## config.mk

```make
export PLATFORM = sky130hd
export DESIGN_NAME = torus_xy_route_path_unit_flat
export DESIGN_NICKNAME = d
export VERILOG_FILES = /design/src/rtl/trp_pkg.sv /design/src/rtl/trp_in_if.sv /design/src/rtl/trp_out_if.sv /design/src/rtl/trp_front.sv /design/src/rtl/trp_cmd_fifo.sv /design/src/rtl/trp_back.sv /design/src/rtl/torus_xy_route_path_unit.sv /design/src/flat_wrapper.sv
export SDC_FILE = /design/constraint.sdc
export NUM_CORES = 1
export LEC_CHECK = 0
export BUFFER_PORTS_ARGS = -buffer_cell sky130_fd_sc_hd__buf_4
export CORE_UTILIZATION = 50
export CTS_CLUSTER_DIAMETER = 120
export CTS_CLUSTER_SIZE = 8
export DETAILED_ROUTE_END_ITERATION = 10
export HOLD_SLACK_MARGIN = 0.03
export PLACE_DENSITY = 0.64
export SYNTH_ARGS = -nofsm -noshare
export SYNTH_HDL_FRONTEND = slang
export SYNTH_SLANG_ARGS = --single-unit
```

## constraint.sdc

```tcl
create_clock -name clk_i -period 11.6 [get_ports clk_i]
set_clock_uncertainty 0.15 [all_clocks]
set_input_delay 0.58 -clock clk_i [delete_from_list [all_inputs] [get_ports clk_i]]
set_output_delay 0.58 -clock clk_i [all_outputs]
set_load 0.005 [all_outputs]
```

## src/rtl/trp_pkg.sv

```systemverilog
// Shared types and constants of the torus route path unit.
package trp_pkg;

  localparam int NodeW      = 11;
  localparam int RowsRegW   = 6;
  localparam int ColsRegW   = 7;
  localparam int CfgIdxW    = 2;
  localparam int CfgDataW   = 7;
  // Coordinate and dimension widths cover the largest supported grid.
  localparam int RowW       = 6;
  localparam int ColW       = 7;
  localparam int TotalW     = 12;
  localparam int MaxRowsDef = 32;
  localparam int MaxColsDef = 64;
  localparam int CmdDepth   = 2;

  typedef enum logic [CfgIdxW-1:0] {
    CfgGridRows = 2'd0,
    CfgGridCols = 2'd1
  } cfg_reg_e;

  typedef enum logic [1:0] {
    FrIdle,
    FrDiv,
    FrPush
  } front_state_e;

  typedef struct packed {
    logic [RowW-1:0]   rows;
    logic [ColW-1:0]   cols;
    logic [TotalW-1:0] total;
    logic [NodeW-1:0]  last_base;
  } geom_t;

  typedef struct packed {
    logic             bad;
    logic [NodeW-1:0] src;
    logic [RowW-1:0]  sr;
    logic [ColW-1:0]  sc;
    logic             pos_c;
    logic [ColW-1:0]  steps_c;
    logic             pos_r;
    logic [RowW-1:0]  steps_r;
  } route_cmd_t;

endpackage

```

## src/rtl/trp_in_if.sv

```systemverilog
// Input channel: source and destination node of one route request.
interface trp_in_if;
  logic                       valid;
  logic                       ready;
  logic [trp_pkg::NodeW-1:0]  source_node;
  logic [trp_pkg::NodeW-1:0]  dest_node;

  modport source(output valid, output source_node, output dest_node, input ready);
  modport sink(input valid, input source_node, input dest_node, output ready);
endinterface

```

## src/rtl/trp_out_if.sv

```systemverilog
// Output channel: one node of the hop path with its flags.
interface trp_out_if;
  logic                       valid;
  logic                       ready;
  logic [trp_pkg::NodeW-1:0]  hop_node;
  logic                       last_hop;
  logic                       bad_node;

  modport source(output valid, output hop_node, output last_hop, output bad_node,
                 input ready);
  modport sink(input valid, input hop_node, input last_hop, input bad_node,
               output ready);
endinterface

```

## src/rtl/trp_front.sv

```systemverilog
// Front end: takes a request, checks it and splits both nodes into row and column.
module trp_front (
  input  logic                clk_i,
  input  logic                rst_ni,
  trp_in_if.sink              in_i,
  input  trp_pkg::geom_t      geom_i,
  output trp_pkg::route_cmd_t cmd_o,
  output logic                cmd_valid_o,
  input  logic                cmd_ready_i
);

  localparam int CntW = $clog2(trp_pkg::NodeW + 1);

  trp_pkg::front_state_e state_q, state_d;
  logic [CntW-1:0]           cnt_q, cnt_d;
  logic [trp_pkg::NodeW-1:0] src_q, squo_q, dquo_q;
  logic [trp_pkg::ColW-1:0]  srem_q, drem_q;
  logic                      bad_q;

  logic                      accept;
  logic                      bad_in;
  logic                      div_done;
  logic [trp_pkg::ColW:0]    cols_ext;
  logic [trp_pkg::ColW:0]    s_trial, d_trial;
  logic                      s_ge, d_ge;
  logic [trp_pkg::ColW-1:0]  s_rem_nx, d_rem_nx;

  logic [trp_pkg::RowW-1:0]  sr, dr, fwd_r, bwd_r;
  logic [trp_pkg::ColW-1:0]  sc, dc, fwd_c, bwd_c;

  assign accept   = in_i.valid && in_i.ready;
  assign bad_in   = ({1'b0, in_i.source_node} >= geom_i.total) ||
                    ({1'b0, in_i.dest_node} >= geom_i.total);
  assign div_done = (cnt_q == CntW'(trp_pkg::NodeW - 1));

  // Restoring division by the column count, one quotient bit per cycle.
  assign cols_ext = {1'b0, geom_i.cols};
  assign s_trial  = {srem_q, squo_q[trp_pkg::NodeW-1]};
  assign d_trial  = {drem_q, dquo_q[trp_pkg::NodeW-1]};
  assign s_ge     = (s_trial >= cols_ext);
  assign d_ge     = (d_trial >= cols_ext);
  assign s_rem_nx = s_ge ? trp_pkg::ColW'(s_trial - cols_ext) : trp_pkg::ColW'(s_trial);
  assign d_rem_nx = d_ge ? trp_pkg::ColW'(d_trial - cols_ext) : trp_pkg::ColW'(d_trial);

  always_comb begin
    state_d = state_q;
    cnt_d   = cnt_q;
    case (state_q)
      trp_pkg::FrIdle: begin
        cnt_d = '0;
        if (in_i.valid) begin
          state_d = bad_in ? trp_pkg::FrPush : trp_pkg::FrDiv;
        end
      end
      trp_pkg::FrDiv: begin
        cnt_d = cnt_q + CntW'(1);
        if (div_done) begin
          state_d = trp_pkg::FrPush;
        end
      end
      trp_pkg::FrPush: begin
        if (cmd_ready_i) begin
          state_d = trp_pkg::FrIdle;
        end
      end
      default: state_d = trp_pkg::FrIdle;
    endcase
  end

  always_comb begin
    in_i.ready  = 1'b0;
    cmd_valid_o = 1'b0;
    case (state_q)
      trp_pkg::FrIdle: in_i.ready  = 1'b1;
      trp_pkg::FrPush: cmd_valid_o = 1'b1;
      default: begin
        in_i.ready  = 1'b0;
        cmd_valid_o = 1'b0;
      end
    endcase
  end

  always_ff @(posedge clk_i or negedge rst_ni) begin
    if (!rst_ni) begin
      state_q <= trp_pkg::FrIdle;
      cnt_q   <= '0;
    end else begin
      state_q <= state_d;
      cnt_q   <= cnt_d;
    end
  end

  always_ff @(posedge clk_i) begin
    if (accept) begin
      src_q  <= in_i.source_node;
      squo_q <= in_i.source_node;
      dquo_q <= in_i.dest_node;
      srem_q <= '0;
      drem_q <= '0;
      bad_q  <= bad_in;
    end else if (state_q == trp_pkg::FrDiv) begin
      squo_q <= {squo_q[trp_pkg::NodeW-2:0], s_ge};
      dquo_q <= {dquo_q[trp_pkg::NodeW-2:0], d_ge};
      srem_q <= s_rem_nx;
      drem_q <= d_rem_nx;
    end
  end

  // Shorter direction per axis; a tie goes the positive way.
  assign sr = squo_q[trp_pkg::RowW-1:0];
  assign dr = dquo_q[trp_pkg::RowW-1:0];
  assign sc = srem_q;
  assign dc = drem_q;

  assign fwd_c = (dc >= sc) ? trp_pkg::ColW'(dc - sc)
               : trp_pkg::ColW'({1'b0, dc} + {1'b0, geom_i.cols} - {1'b0, sc});
  assign bwd_c = (sc >= dc) ? trp_pkg::ColW'(sc - dc)
               : trp_pkg::ColW'({1'b0, sc} + {1'b0, geom_i.cols} - {1'b0, dc});
  assign fwd_r = (dr >= sr) ? trp_pkg::RowW'(dr - sr)
               : trp_pkg::RowW'({1'b0, dr} + {1'b0, geom_i.rows} - {1'b0, sr});
  assign bwd_r = (sr >= dr) ? trp_pkg::RowW'(sr - dr)
               : trp_pkg::RowW'({1'b0, sr} + {1'b0, geom_i.rows} - {1'b0, dr});

  always_comb begin
    cmd_o.bad     = bad_q;
    cmd_o.src     = src_q;
    cmd_o.sr      = sr;
    cmd_o.sc      = sc;
    cmd_o.pos_c   = (fwd_c <= bwd_c);
    cmd_o.steps_c = (fwd_c <= bwd_c) ? fwd_c : bwd_c;
    cmd_o.pos_r   = (fwd_r <= bwd_r);
    cmd_o.steps_r = (fwd_r <= bwd_r) ? fwd_r : bwd_r;
  end

endmodule

```

## src/rtl/trp_cmd_fifo.sv

```systemverilog
// Short queue of route commands between the front end and the path walker.
module trp_cmd_fifo (
  input  logic                clk_i,
  input  logic                rst_ni,
  input  trp_pkg::route_cmd_t wr_cmd_i,
  input  logic                wr_valid_i,
  output logic                wr_ready_o,
  output trp_pkg::route_cmd_t rd_cmd_o,
  output logic                rd_valid_o,
  input  logic                rd_ready_i
);

  localparam int PtrW = (trp_pkg::CmdDepth > 1) ? $clog2(trp_pkg::CmdDepth) : 1;
  localparam int CntW = $clog2(trp_pkg::CmdDepth + 1);

  trp_pkg::route_cmd_t mem_q [trp_pkg::CmdDepth];
  logic [PtrW-1:0] wptr_q, wptr_d, rptr_q, rptr_d;
  logic [CntW-1:0] cnt_q, cnt_d;
  logic            push, pop;

  assign wr_ready_o = (cnt_q != CntW'(trp_pkg::CmdDepth));
  assign rd_valid_o = (cnt_q != '0);
  assign rd_cmd_o   = mem_q[rptr_q];
  assign push       = wr_valid_i && wr_ready_o;
  assign pop        = rd_valid_o && rd_ready_i;

  always_comb begin
    wptr_d = wptr_q;
    rptr_d = rptr_q;
    cnt_d  = cnt_q;
    if (push) begin
      wptr_d = (wptr_q == PtrW'(trp_pkg::CmdDepth - 1)) ? '0 : wptr_q + PtrW'(1);
    end
    if (pop) begin
      rptr_d = (rptr_q == PtrW'(trp_pkg::CmdDepth - 1)) ? '0 : rptr_q + PtrW'(1);
    end
    if (push && !pop) begin
      cnt_d = cnt_q + CntW'(1);
    end else if (pop && !push) begin
      cnt_d = cnt_q - CntW'(1);
    end
  end

  always_ff @(posedge clk_i or negedge rst_ni) begin
    if (!rst_ni) begin
      wptr_q <= '0;
      rptr_q <= '0;
      cnt_q  <= '0;
    end else begin
      wptr_q <= wptr_d;
      rptr_q <= rptr_d;
      cnt_q  <= cnt_d;
    end
  end

  always_ff @(posedge clk_i) begin
    if (push) begin
      mem_q[wptr_q] <= wr_cmd_i;
    end
  end

endmodule

```

## src/rtl/trp_back.sv

```systemverilog
// Back end: walks the path of one command and sends one node per item.
module trp_back (
  input  logic                clk_i,
  input  logic                rst_ni,
  input  trp_pkg::route_cmd_t cmd_i,
  input  logic                cmd_valid_i,
  output logic                cmd_ready_o,
  input  trp_pkg::geom_t      geom_i,
  trp_out_if.source           out_o
);

  logic                      out_valid_q, out_valid_d;
  logic                      walking_q, walking_d;
  logic [trp_pkg::NodeW-1:0] node_q, node_d;
  logic                      last_q, last_d;
  logic                      bad_q, bad_d;
  logic [trp_pkg::ColW-1:0]  cc_q, cc_d, steps_c_q, steps_c_d;
  logic [trp_pkg::RowW-1:0]  cr_q, cr_d, steps_r_q, steps_r_d;
  logic                      pos_c_q, pos_c_d, pos_r_q, pos_r_d;
  logic                      advance;
  logic                      last_step;

  // The output register refills whenever it is empty or being taken.
  assign advance     = !out_valid_q || out_o.ready;
  assign cmd_ready_o = advance && !walking_q;

  assign out_o.valid    = out_valid_q;
  assign out_o.hop_node = node_q;
  assign out_o.last_hop = last_q;
  assign out_o.bad_node = bad_q;

  always_comb begin
    out_valid_d = out_valid_q;
    walking_d   = walking_q;
    node_d      = node_q;
    last_d      = last_q;
    bad_d       = bad_q;
    cc_d        = cc_q;
    cr_d        = cr_q;
    steps_c_d   = steps_c_q;
    steps_r_d   = steps_r_q;
    pos_c_d     = pos_c_q;
    pos_r_d     = pos_r_q;
    last_step   = 1'b0;
    if (advance) begin
      if (walking_q) begin
        out_valid_d = 1'b1;
        if (steps_c_q != '0) begin
          // Column moves come first.
          steps_c_d = steps_c_q - trp_pkg::ColW'(1);
          last_step = (steps_c_q == trp_pkg::ColW'(1)) && (steps_r_q == '0);
          if (pos_c_q) begin
            if (trp_pkg::ColW'(cc_q + trp_pkg::ColW'(1)) == geom_i.cols) begin
              cc_d   = '0;
              node_d = node_q - trp_pkg::NodeW'(geom_i.cols) + trp_pkg::NodeW'(1);
            end else begin
              cc_d   = cc_q + trp_pkg::ColW'(1);
              node_d = node_q + trp_pkg::NodeW'(1);
            end
          end else begin
            if (cc_q == '0) begin
              cc_d   = geom_i.cols - trp_pkg::ColW'(1);
              node_d = node_q + trp_pkg::NodeW'(geom_i.cols) - trp_pkg::NodeW'(1);
            end else begin
              cc_d   = cc_q - trp_pkg::ColW'(1);
              node_d = node_q - trp_pkg::NodeW'(1);
            end
          end
        end else begin
          steps_r_d = steps_r_q - trp_pkg::RowW'(1);
          last_step = (steps_r_q == trp_pkg::RowW'(1));
          if (pos_r_q) begin
            if (trp_pkg::RowW'(cr_q + trp_pkg::RowW'(1)) == geom_i.rows) begin
              cr_d   = '0;
              node_d = trp_pkg::NodeW'(cc_q);
            end else begin
              cr_d   = cr_q + trp_pkg::RowW'(1);
              node_d = node_q + trp_pkg::NodeW'(geom_i.cols);
            end
          end else begin
            if (cr_q == '0) begin
              cr_d   = geom_i.rows - trp_pkg::RowW'(1);
              node_d = geom_i.last_base + trp_pkg::NodeW'(cc_q);
            end else begin
              cr_d   = cr_q - trp_pkg::RowW'(1);
              node_d = node_q - trp_pkg::NodeW'(geom_i.cols);
            end
          end
        end
        last_d    = last_step;
        walking_d = !last_step;
      end else if (cmd_valid_i) begin
        // The first node of a path is the source itself.
        out_valid_d = 1'b1;
        last_step   = cmd_i.bad || ((cmd_i.steps_c == '0) && (cmd_i.steps_r == '0));
        node_d      = cmd_i.bad ? '0 : cmd_i.src;
        last_d      = last_step;
        bad_d       = cmd_i.bad;
        walking_d   = !last_step;
        cc_d        = cmd_i.sc;
        cr_d        = cmd_i.sr;
        steps_c_d   = cmd_i.steps_c;
        steps_r_d   = cmd_i.steps_r;
        pos_c_d     = cmd_i.pos_c;
        pos_r_d     = cmd_i.pos_r;
      end else begin
        out_valid_d = 1'b0;
      end
    end
  end

  always_ff @(posedge clk_i or negedge rst_ni) begin
    if (!rst_ni) begin
      out_valid_q <= 1'b0;
      walking_q   <= 1'b0;
    end else begin
      out_valid_q <= out_valid_d;
      walking_q   <= walking_d;
    end
  end

  always_ff @(posedge clk_i) begin
    node_q    <= node_d;
    last_q    <= last_d;
    bad_q     <= bad_d;
    cc_q      <= cc_d;
    cr_q      <= cr_d;
    steps_c_q <= steps_c_d;
    steps_r_q <= steps_r_d;
    pos_c_q   <= pos_c_d;
    pos_r_q   <= pos_r_d;
  end

endmodule

```

## src/rtl/torus_xy_route_path_unit.sv

```systemverilog
// Top level of the torus XY route path unit: registers, front end, queue, walker.
//
// Each item on in_i carries a source and a destination node, numbered row-major on
// a grid_rows by grid_cols torus. For each item the unit sends the hop path on
// out_o, one node per item: the source first, then the column moves along the
// shorter wraparound direction, then the row moves; last_hop marks the
// destination. A node outside the grid gives a single item with bad_node and
// last_hop set and hop_node zero.
// The front end takes one request at a time: a valid request is accepted, runs
// 11 steps of the bit-serial row/column division and is handed off; a bad one
// skips the division. A two-entry command queue lets it work on the next
// request while the walker still sends the previous path.
// The walker sends one node per cycle while the receiver is ready; a path has up
// to 49 nodes on a 32 by 64 grid. When the receiver holds ready low, the current
// node stays in the output register and the walker waits; the front end and
// queue fill and then stall. Reset empties the pipeline and sets both grid
// dimensions to 1. The user must make configuration writes on cfg_we_i /
// cfg_idx_i / cfg_data_i only while the unit is idle; the unit itself does
// not enforce this.
module torus_xy_route_path_unit #(
  parameter int MAX_ROWS = trp_pkg::MaxRowsDef,
  parameter int MAX_COLS = trp_pkg::MaxColsDef
) (
  input  logic                         clk_i,
  input  logic                         rst_ni,
  trp_in_if.sink                       in_i,
  trp_out_if.source                    out_o,
  input  logic                         cfg_we_i,
  input  logic [trp_pkg::CfgIdxW-1:0]  cfg_idx_i,
  input  logic [trp_pkg::CfgDataW-1:0] cfg_data_i
);

  logic [trp_pkg::RowW-1:0]   rows_q, rows_d;
  logic [trp_pkg::ColW-1:0]   cols_q, cols_d;
  logic [trp_pkg::TotalW-1:0] total_q, last_base_q;
  logic [trp_pkg::TotalW-1:0] rows_ext, cols_ext;
  logic [trp_pkg::RowsRegW-1:0] raw_rows;
  logic [trp_pkg::ColsRegW-1:0] raw_cols;
  logic [trp_pkg::RowW-1:0]   rows_clamped;
  logic [trp_pkg::ColW-1:0]   cols_clamped;
  trp_pkg::geom_t             geom;

  trp_pkg::route_cmd_t        front_cmd, back_cmd;
  logic                       front_valid, front_ready;
  logic                       back_valid, back_ready;

  assign raw_rows = cfg_data_i[trp_pkg::RowsRegW-1:0];
  assign raw_cols = cfg_data_i[trp_pkg::ColsRegW-1:0];

  // A dimension of zero means one; larger values saturate at the grid bound.
  always_comb begin
    if (raw_rows == '0) begin
      rows_clamped = trp_pkg::RowW'(1);
    end else if (int'(raw_rows) > MAX_ROWS) begin
      rows_clamped = trp_pkg::RowW'(MAX_ROWS);
    end else begin
      rows_clamped = trp_pkg::RowW'(raw_rows);
    end
    if (raw_cols == '0) begin
      cols_clamped = trp_pkg::ColW'(1);
    end else if (int'(raw_cols) > MAX_COLS) begin
      cols_clamped = trp_pkg::ColW'(MAX_COLS);
    end else begin
      cols_clamped = trp_pkg::ColW'(raw_cols);
    end
  end

  always_comb begin
    rows_d = rows_q;
    cols_d = cols_q;
    if (cfg_we_i) begin
      case (cfg_idx_i)
        trp_pkg::CfgGridRows: rows_d = rows_clamped;
        trp_pkg::CfgGridCols: cols_d = cols_clamped;
        default: begin
          rows_d = rows_q;
          cols_d = cols_q;
        end
      endcase
    end
  end

  assign rows_ext = trp_pkg::TotalW'(rows_q);
  assign cols_ext = trp_pkg::TotalW'(cols_q);

  // Grid size and the base of the last row follow the dimensions in the next cycle.
  always_ff @(posedge clk_i or negedge rst_ni) begin
    if (!rst_ni) begin
      rows_q      <= trp_pkg::RowW'(1);
      cols_q      <= trp_pkg::ColW'(1);
      total_q     <= trp_pkg::TotalW'(1);
      last_base_q <= '0;
    end else begin
      rows_q      <= rows_d;
      cols_q      <= cols_d;
      total_q     <= rows_ext * cols_ext;
      last_base_q <= (rows_ext - trp_pkg::TotalW'(1)) * cols_ext;
    end
  end

  always_comb begin
    geom.rows      = rows_q;
    geom.cols      = cols_q;
    geom.total     = total_q;
    geom.last_base = last_base_q[trp_pkg::NodeW-1:0];
  end

  trp_front u_front (
    .clk_i       (clk_i),
    .rst_ni      (rst_ni),
    .in_i        (in_i),
    .geom_i      (geom),
    .cmd_o       (front_cmd),
    .cmd_valid_o (front_valid),
    .cmd_ready_i (front_ready)
  );

  trp_cmd_fifo u_cmd_fifo (
    .clk_i      (clk_i),
    .rst_ni     (rst_ni),
    .wr_cmd_i   (front_cmd),
    .wr_valid_i (front_valid),
    .wr_ready_o (front_ready),
    .rd_cmd_o   (back_cmd),
    .rd_valid_o (back_valid),
    .rd_ready_i (back_ready)
  );

  trp_back u_back (
    .clk_i       (clk_i),
    .rst_ni      (rst_ni),
    .cmd_i       (back_cmd),
    .cmd_valid_i (back_valid),
    .cmd_ready_o (back_ready),
    .geom_i      (geom),
    .out_o       (out_o)
  );

`ifndef SYNTHESIS
  a_bad_is_last: assert property (@(posedge clk_i) disable iff (!rst_ni)
    (out_o.valid && out_o.bad_node) |-> out_o.last_hop)
    else $error("bad-node item not marked as last");

  a_bad_node_zero: assert property (@(posedge clk_i) disable iff (!rst_ni)
    (out_o.valid && out_o.bad_node) |-> (out_o.hop_node == '0))
    else $error("bad-node item carries a nonzero node");

  a_path_unbroken: assert property (@(posedge clk_i) disable iff (!rst_ni)
    (out_o.valid && out_o.ready && !out_o.last_hop) |=> out_o.valid)
    else $error("path output broke off before its last node");

  a_one_request: assert property (@(posedge clk_i) disable iff (!rst_ni)
    (in_i.valid && in_i.ready) |=> !in_i.ready)
    else $error("front end took a second request while busy");
`endif

endmodule

```

## src/flat_wrapper.sv

```systemverilog
// flat-port wrapper written by rule: the top's interface ports become plain ports
module torus_xy_route_path_unit_flat 
#(
  parameter int MAX_ROWS = trp_pkg::MaxRowsDef,
  parameter int MAX_COLS = trp_pkg::MaxColsDef
)
  (clk_i, rst_ni, cfg_we_i, cfg_idx_i, cfg_data_i, in_i_valid, in_i_source_node, in_i_dest_node, in_i_ready, out_o_valid, out_o_hop_node, out_o_last_hop, out_o_bad_node, out_o_ready);
  trp_in_if in_i_i ();
  trp_out_if out_o_i ();
  input  logic clk_i;
  input  logic rst_ni;
  input  logic cfg_we_i;
  input  logic [trp_pkg::CfgIdxW-1:0] cfg_idx_i;
  input  logic [trp_pkg::CfgDataW-1:0] cfg_data_i;
  input wire logic [$bits(in_i_i.valid)-1:0] in_i_valid;
  input wire logic [$bits(in_i_i.source_node)-1:0] in_i_source_node;
  input wire logic [$bits(in_i_i.dest_node)-1:0] in_i_dest_node;
  output wire logic [$bits(in_i_i.ready)-1:0] in_i_ready;
  output wire logic [$bits(out_o_i.valid)-1:0] out_o_valid;
  output wire logic [$bits(out_o_i.hop_node)-1:0] out_o_hop_node;
  output wire logic [$bits(out_o_i.last_hop)-1:0] out_o_last_hop;
  output wire logic [$bits(out_o_i.bad_node)-1:0] out_o_bad_node;
  input wire logic [$bits(out_o_i.ready)-1:0] out_o_ready;
  assign in_i_i.valid = in_i_valid;
  assign in_i_i.source_node = in_i_source_node;
  assign in_i_i.dest_node = in_i_dest_node;
  assign in_i_ready = in_i_i.ready;
  assign out_o_valid = out_o_i.valid;
  assign out_o_hop_node = out_o_i.hop_node;
  assign out_o_last_hop = out_o_i.last_hop;
  assign out_o_bad_node = out_o_i.bad_node;
  assign out_o_i.ready = out_o_ready;
  torus_xy_route_path_unit #(.MAX_ROWS(MAX_ROWS), .MAX_COLS(MAX_COLS)) u_core (.clk_i(clk_i), .rst_ni(rst_ni), .in_i(in_i_i), .out_o(out_o_i), .cfg_we_i(cfg_we_i), .cfg_idx_i(cfg_idx_i), .cfg_data_i(cfg_data_i));
endmodule
```

## After elaboration in Yosys (flattened, before gate mapping)

Memories as Yosys holds them, arrays and structs flattened.
Cells that the tools add are included.

| storage, ports and cells | value |
|---|---|
| memory bits (writable) | 80 |
| output and inout bits | 15 |
| memories | 1 |
| input port bits | 36 |
| flip-flop bits (word level) | 137 |

| cells by class | value |
|---|---|
| bitwise operators | 1 |
| $lt $le $gt $ge | 12 |
| reduce and logical (&&, ||, !) cells | 39 |
| add/sub/neg operators | 35 |
| equal/unequal tests | 14 |
| multiply operators | 2 |
| muxes and demuxes | 67 |

Memory list:

| memory | words | width | rd ports | clocked after memory_dff | write ports | RTL line | source |
|---|---|---|---|---|---|---|---|
| u_core.u_cmd_fifo.mem_q | 2 | 40 | 1 | 0 | 1 | trp_cmd_fifo.sv:16 | `trp_pkg::route_cmd_t mem_q [trp_pkg::CmdDepth];` |

Operators with widths:

| operator | number |
|---|---|
| $mux 11 | 14 |
| $mux 7 | 16 |
| $mux 6 | 14 |
| $sub 7x7->7 | 6 |
| $ge 11x12->1 | 2 |
| $logic_not 6->1 | 4 |
| $sub 6x6->6 | 4 |
| $add 11x1->11 const B | 2 |
| $add 11x7->11 | 2 |
| $sub 11x1->11 const B | 2 |
| $logic_not 7->1 | 3 |
| $sub 7x1->7 const B | 3 |
| $sub 6x1->6 const B | 3 |
| $ge 8x7->1 | 2 |
| $mux 1 | 15 |
| $add 7x7->7 | 2 |
| $ge 7x7->1 | 2 |
| $add 6x6->6 | 2 |
| $ge 6x6->1 | 2 |
| $mul 12x7->11 | 1 |
| $mul 6x7->12 | 1 |
| $mux 2 | 6 |
| $reduce_and 3->1 | 4 |
| $sub 11x7->11 | 1 |
| 30 further kinds | 57 |

## Longest topological paths before layout

| logic depth | value |
|---|---|
| depth after elaboration | 7 |
| gate-level depth with buffers | 22 |
| mapped depth without buffers | 21 |

## Cells and area by module

Synthesis repeated with hierarchy kept, for this count alone.

| second synthesis, totals | value |
|---|---|
| cells, all modules | 1,894 |
| area total of the unflattened synthesis | 18,916.9 um^2 |

By module, submodules not included:

| module | cells an instance | area an instance (um^2) | times used |
|---|---|---|---|
| trp_front | 717 | 6,506.2 | 1 |
| trp_back | 645 | 5,368.9 | 1 |
| torus_xy_route_path_unit | 389 | 3,757.4 | 1 |
| trp_cmd_fifo | 143 | 3,284.4 | 1 |

## Least setup slack after synthesis

Ideal clock, no wire load.

| timing | value |
|---|---|
| kind | register to register |
| from | reg u_core.rows_q[0] in the netlist's numbering |
| to | reg u_core.last_base_q[10] in the netlist's numbering |
| slack | 6.449 ns |
| stages on the path, launching flop included | 22 |
| arrival time | 4.876 ns |
| period minus slack after synthesis | 5.151 ns |
| cells stage by stage | dfstp_2 -> clkbuf_1 -> clkinv_1 -> ha_1 -> and3_1 -> xnor2_1 -> nor2_1 -> fa_1 -> inv_1 -> fa_1 -> inv_1 -> fa_1 -> inv_1 -> fa_1 -> inv_1 -> ha_1 -> inv_1 -> o21bai_1 -> a21oi_1 -> o21bai_1 -> a21oi_1 -> xnor2_1 |

| between the ends | value |
|---|---|
| cells in the longest elaborated chain, start to end | 2 |

RTL lines:

| item | RTL line | source |
|---|---|---|
| start: declaration | torus_xy_route_path_unit.sv:33 | `logic [trp_pkg::RowW-1:0] rows_q, rows_d;` |
| start signal: assignment | torus_xy_route_path_unit.sv:89 | `rows_q <= trp_pkg::RowW'(1);` |
| start signal: assignment | torus_xy_route_path_unit.sv:94 | `rows_q <= rows_d;` |
| $sub 6x1->7 | torus_xy_route_path_unit.sv:97 | `last_base_q <= (rows_ext - trp_pkg::TotalW'(1)) * cols_ext;` |
| $mul 12x7->11 | torus_xy_route_path_unit.sv:97 |  |
| end signal: assignment | torus_xy_route_path_unit.sv:97 |  |
| end: declaration | torus_xy_route_path_unit.sv:35 | `logic [trp_pkg::TotalW-1:0] total_q, last_base_q;` |

Every way passes these cells.
A chain may end at the register's enable or synchronous reset.

## Worst setup path in the final report

Same ends and word-level chain as after synthesis.

==> results.py <==
metrics = {
    "synthesis": {
        "synth_edf_count": 155,
        "synth-async-reset-ratio_pct": 22.12,
        "ys_warn_count": 0,
        "synth_seq_cells": 217,
        "synth-main-ff-cell": "edfxtp_1",
        "syn_avg_cell_area_um2": 9.459,
        "syn_area_um2": 18110,
        "synthCells": 1915,
        "yosysSeqAreaShare_pct": 33.90,
        "synthTopCellsByArea": "edfxtp_1 26%, ha_1 12%, fa_1 8.6%",
        "yosysUniqueCellTypes": 72,
        "synth_top_cell_by_area": "edfxtp_1",
        "synth.top_cell.area_share_pct": 25.70,
        "syn_nets": 2204,
        "synth_commonest_cells": "198 x inv_1, 175 x ha_1, 165 x nand2_1",
        "synth_most_common_cell": "inv_1",
    },
    "layout": {
        "area_growth_pct": 9.491,
        "fillers": 3214,
        "drive_gt1_share_pct": 6.521,
        "fin_nets": 2227,
        "diodes": 0,
    },
    "floorplanning": {
        "fp.dieW_um": 192.3,
        "ios": 51,
        "fp.dieH_um": 192.3,
        "row_count": 69,
        "core_um2": 35570,
        "initial_utilization_pct": 50.93,
        "die-area_um2": 36990,
    },
    "routing": {
        "firstDrtPassIters": 8,
        "drc": 0,
        "viasPerCell": 5.753,
        "wire_per_inst_um": 19.44,
        "drtIter0Drc": 1097,
        "drtAntennaViolNets": 0,
        "num_vias": 13950,
        "routed_wl_um": 47120,
    },
    "worst_setup_path": {
        "required_ps": 11920,
        "end_kind": "register",
        "r2r_cells": 20,
        "cp.arrival_ps": 6040,
        "path_cells": "clkinv_1 > ha_1 > and3_1 > xnor2_1 > nor2_1 > fa_1 > inv_1 > fa_1 > inv_1 > fa_1 > inv_1 > fa_1 > inv_1 > ha_1 > inv_1 > o21bai_1 > a21oi_1 > o21bai_1 > a21oi_1 > xnor2_1",
        "max_stage_delay_ps": 720,
        "crit_top_cell": "inv_1",
        "worstSetupStartpointType": "register",
        "path_max_fanout": 15,
        "criticalPathCategory": "reg -> reg",
        "slowest_stage": "dfstp_2",
        "reg2reg_slack_ps": 5880,
        "r2r_end": "u_core.last_base_q[10]",
        "rr_startpoint": "u_core.rows_q[0]",
    },
    "outcome": {
        "status": "complete, no violations",
    },
    "timing": {
        "period_needed_ps": 5716,
        "report.final.setup_viol": 0,
        "worst_pin_slew_ps": 1250,
        "relSlewSlack_pct": 15.96,
        "rsz0062_at_grt": "no",
        "slew_viol_final": 0,
        "hold_viol": 0,
        "fin_setup_tns_ps": 0,
        "fin_crit_sh_pct": 49.27,
        "max_freq_ghz": 0.1750,
    },
    "place": {
        "io_buffers": 50,
        "dp_hpwl_um": 35750,
        "gp_congestion": 0.9295,
    },
    "clocking": {
        "clkTransAtPathRegs_ps": 60,
        "cts_hold_repair.buffers": 1,
        "root_buffer": "clkbuf_16",
        "clock_path_buffers": 3,
        "insertion_delay_ps": 570,
        "clock-sinks": 217,
        "htreeDepth": 1,
        "post_cts_buffers": 0,
        "cts_buffers": 31,
        "cts_resized": 0,
        "cts_tree": "built",
    },
    "global_routing": {
        "grt_pass1_wl_um": 75280,
        "grt_pass1_vias": 13830,
        "antenna_found_initial": 0,
        "grt_max_degree": 67,
        "grt.total_usage_pct": 26.25,
        "overflow": 0,
    },
    "worst_hold_path": {
        "hold_end": "u_core.u_front.src_q[6]",
        "hold_depth": 1,
        "min_from": "in_i_source_node[6]",
        "hp-class": "in -> reg",
    },
    "flow_run": {
        "cap_violations": 0,
    },
}
## metal layers
layer | routed length (µm) | global-route usage [%] | vias up
met5 | 0 | 0 | -
met1 | 21540 | 37.43 | 6739
met3 | 2809 | 2.946 | 84
met4 | 1309 | 8.298 | 0
li1 | - | - | 6669
met2 | 21460 | 41.71 | 453
## critical path: cells and delay by family, from the launching register on
kind	cells	cell delay (ps)
flops	1	720
simple gates	2	300
buf+inv	6	670
fa+ha+maj	6	2710
xor+xnor	2	510
compound gates	4	550
## registers in the layout, summed over array words and instances (netlist names), 7 cells and up
| signal | count |
|---|---|
| u_core.u_front.sc | 7 |
| u_core.u_back.out_o.hop_node | 11 |
| u_core.u_front.dc | 7 |
| u_core.last_base_q | 11 |
| u_core.cols_q | 7 |
| u_core.u_back.cc_q | 7 |
| u_core.u_cmd_fifo.mem_q | 80 |
| u_core.u_back.steps_c_q | 7 |
| u_core.total_q | 12 |
| u_core.u_front.src_q | 11 |
| u_core.u_front.dquo_q | 11 |
| u_core.u_front.squo_q | 11 |
## area by class of cell
class                   instances  area [µm²]  area share (%)
multi-input cells            1410       10900           54.96
clock inverters                 2       28.78          0.1451
well taps                     461       576.8           2.908
clock buffers                  56       869.6           4.385
inverters                     206       773.2           3.899
flip-flops and latches        217        6142           30.97
repair buffers                 72       543.0           2.738
## kinds of logic (layout without fill, tap and decap cells)
family                     after synthesis  after routing  synth area share, %
and+or+nand+nor                        525            525                13.73
buffers and inverters                  288            336                6.030
xor gates and xnor gates               159            159                7.688
DFF                                    217            217                33.90
adders and majority gates              253            253                20.71
AOI/OAI and AO/OA                      397            397                13.70
muxes                                   76             76                4.248
## cell usage in the layout (no fill, tap or decap), types with 40 or more instances in the layout
master	n
mux2i_1	69
inv_1	198
nand2_1	165
dfrtp_1	43
xor2_1	52
fa_1	78
xnor2_1	107
edfxtp_1	155
buf_4	71
o21ai_0	111
nor2_1	145
a21oi_1	101
ha_1	175
a21o_1	40
## worst max path at each step
stage,cells after the start,start,to,slack [ps]
3_3_place_gp,20,u_core.rows_q[0],u_core.last_base_q[10],6110
4_1_cts,20,u_core.rows_q[0],u_core.last_base_q[10],5880
6_report,20,u_core.rows_q[0],u_core.last_base_q[10],5880
2_1_floorplan,21,u_core.rows_q[0],u_core.last_base_q[10],6450
3_5_place_dp,20,u_core.rows_q[0],u_core.last_base_q[10],5910
5_1_grt,20,u_core.rows_q[0],u_core.last_base_q[10],5470
## per-stage QoR
stage	util [%]	area [µm²]	cells	setup WS [ps]	hold WS (ps)
6_report	55.76	19830	2424	5884	66.00
5_1_grt	55.76	19830	2424	5469	61.80
4_1_cts	55.76	19830	2424	5881	41.11
3_5_place_dp	53.20	18920	2365	5907	286.3
3_3_place_gp	53.20	18920	2365	6111	273.3
2_1_floorplan	-	18110	1915	6449	134.4
Power is not shown: default switching activity piles up to over one toggle a cycle in this logic, so the estimate is an artifact.
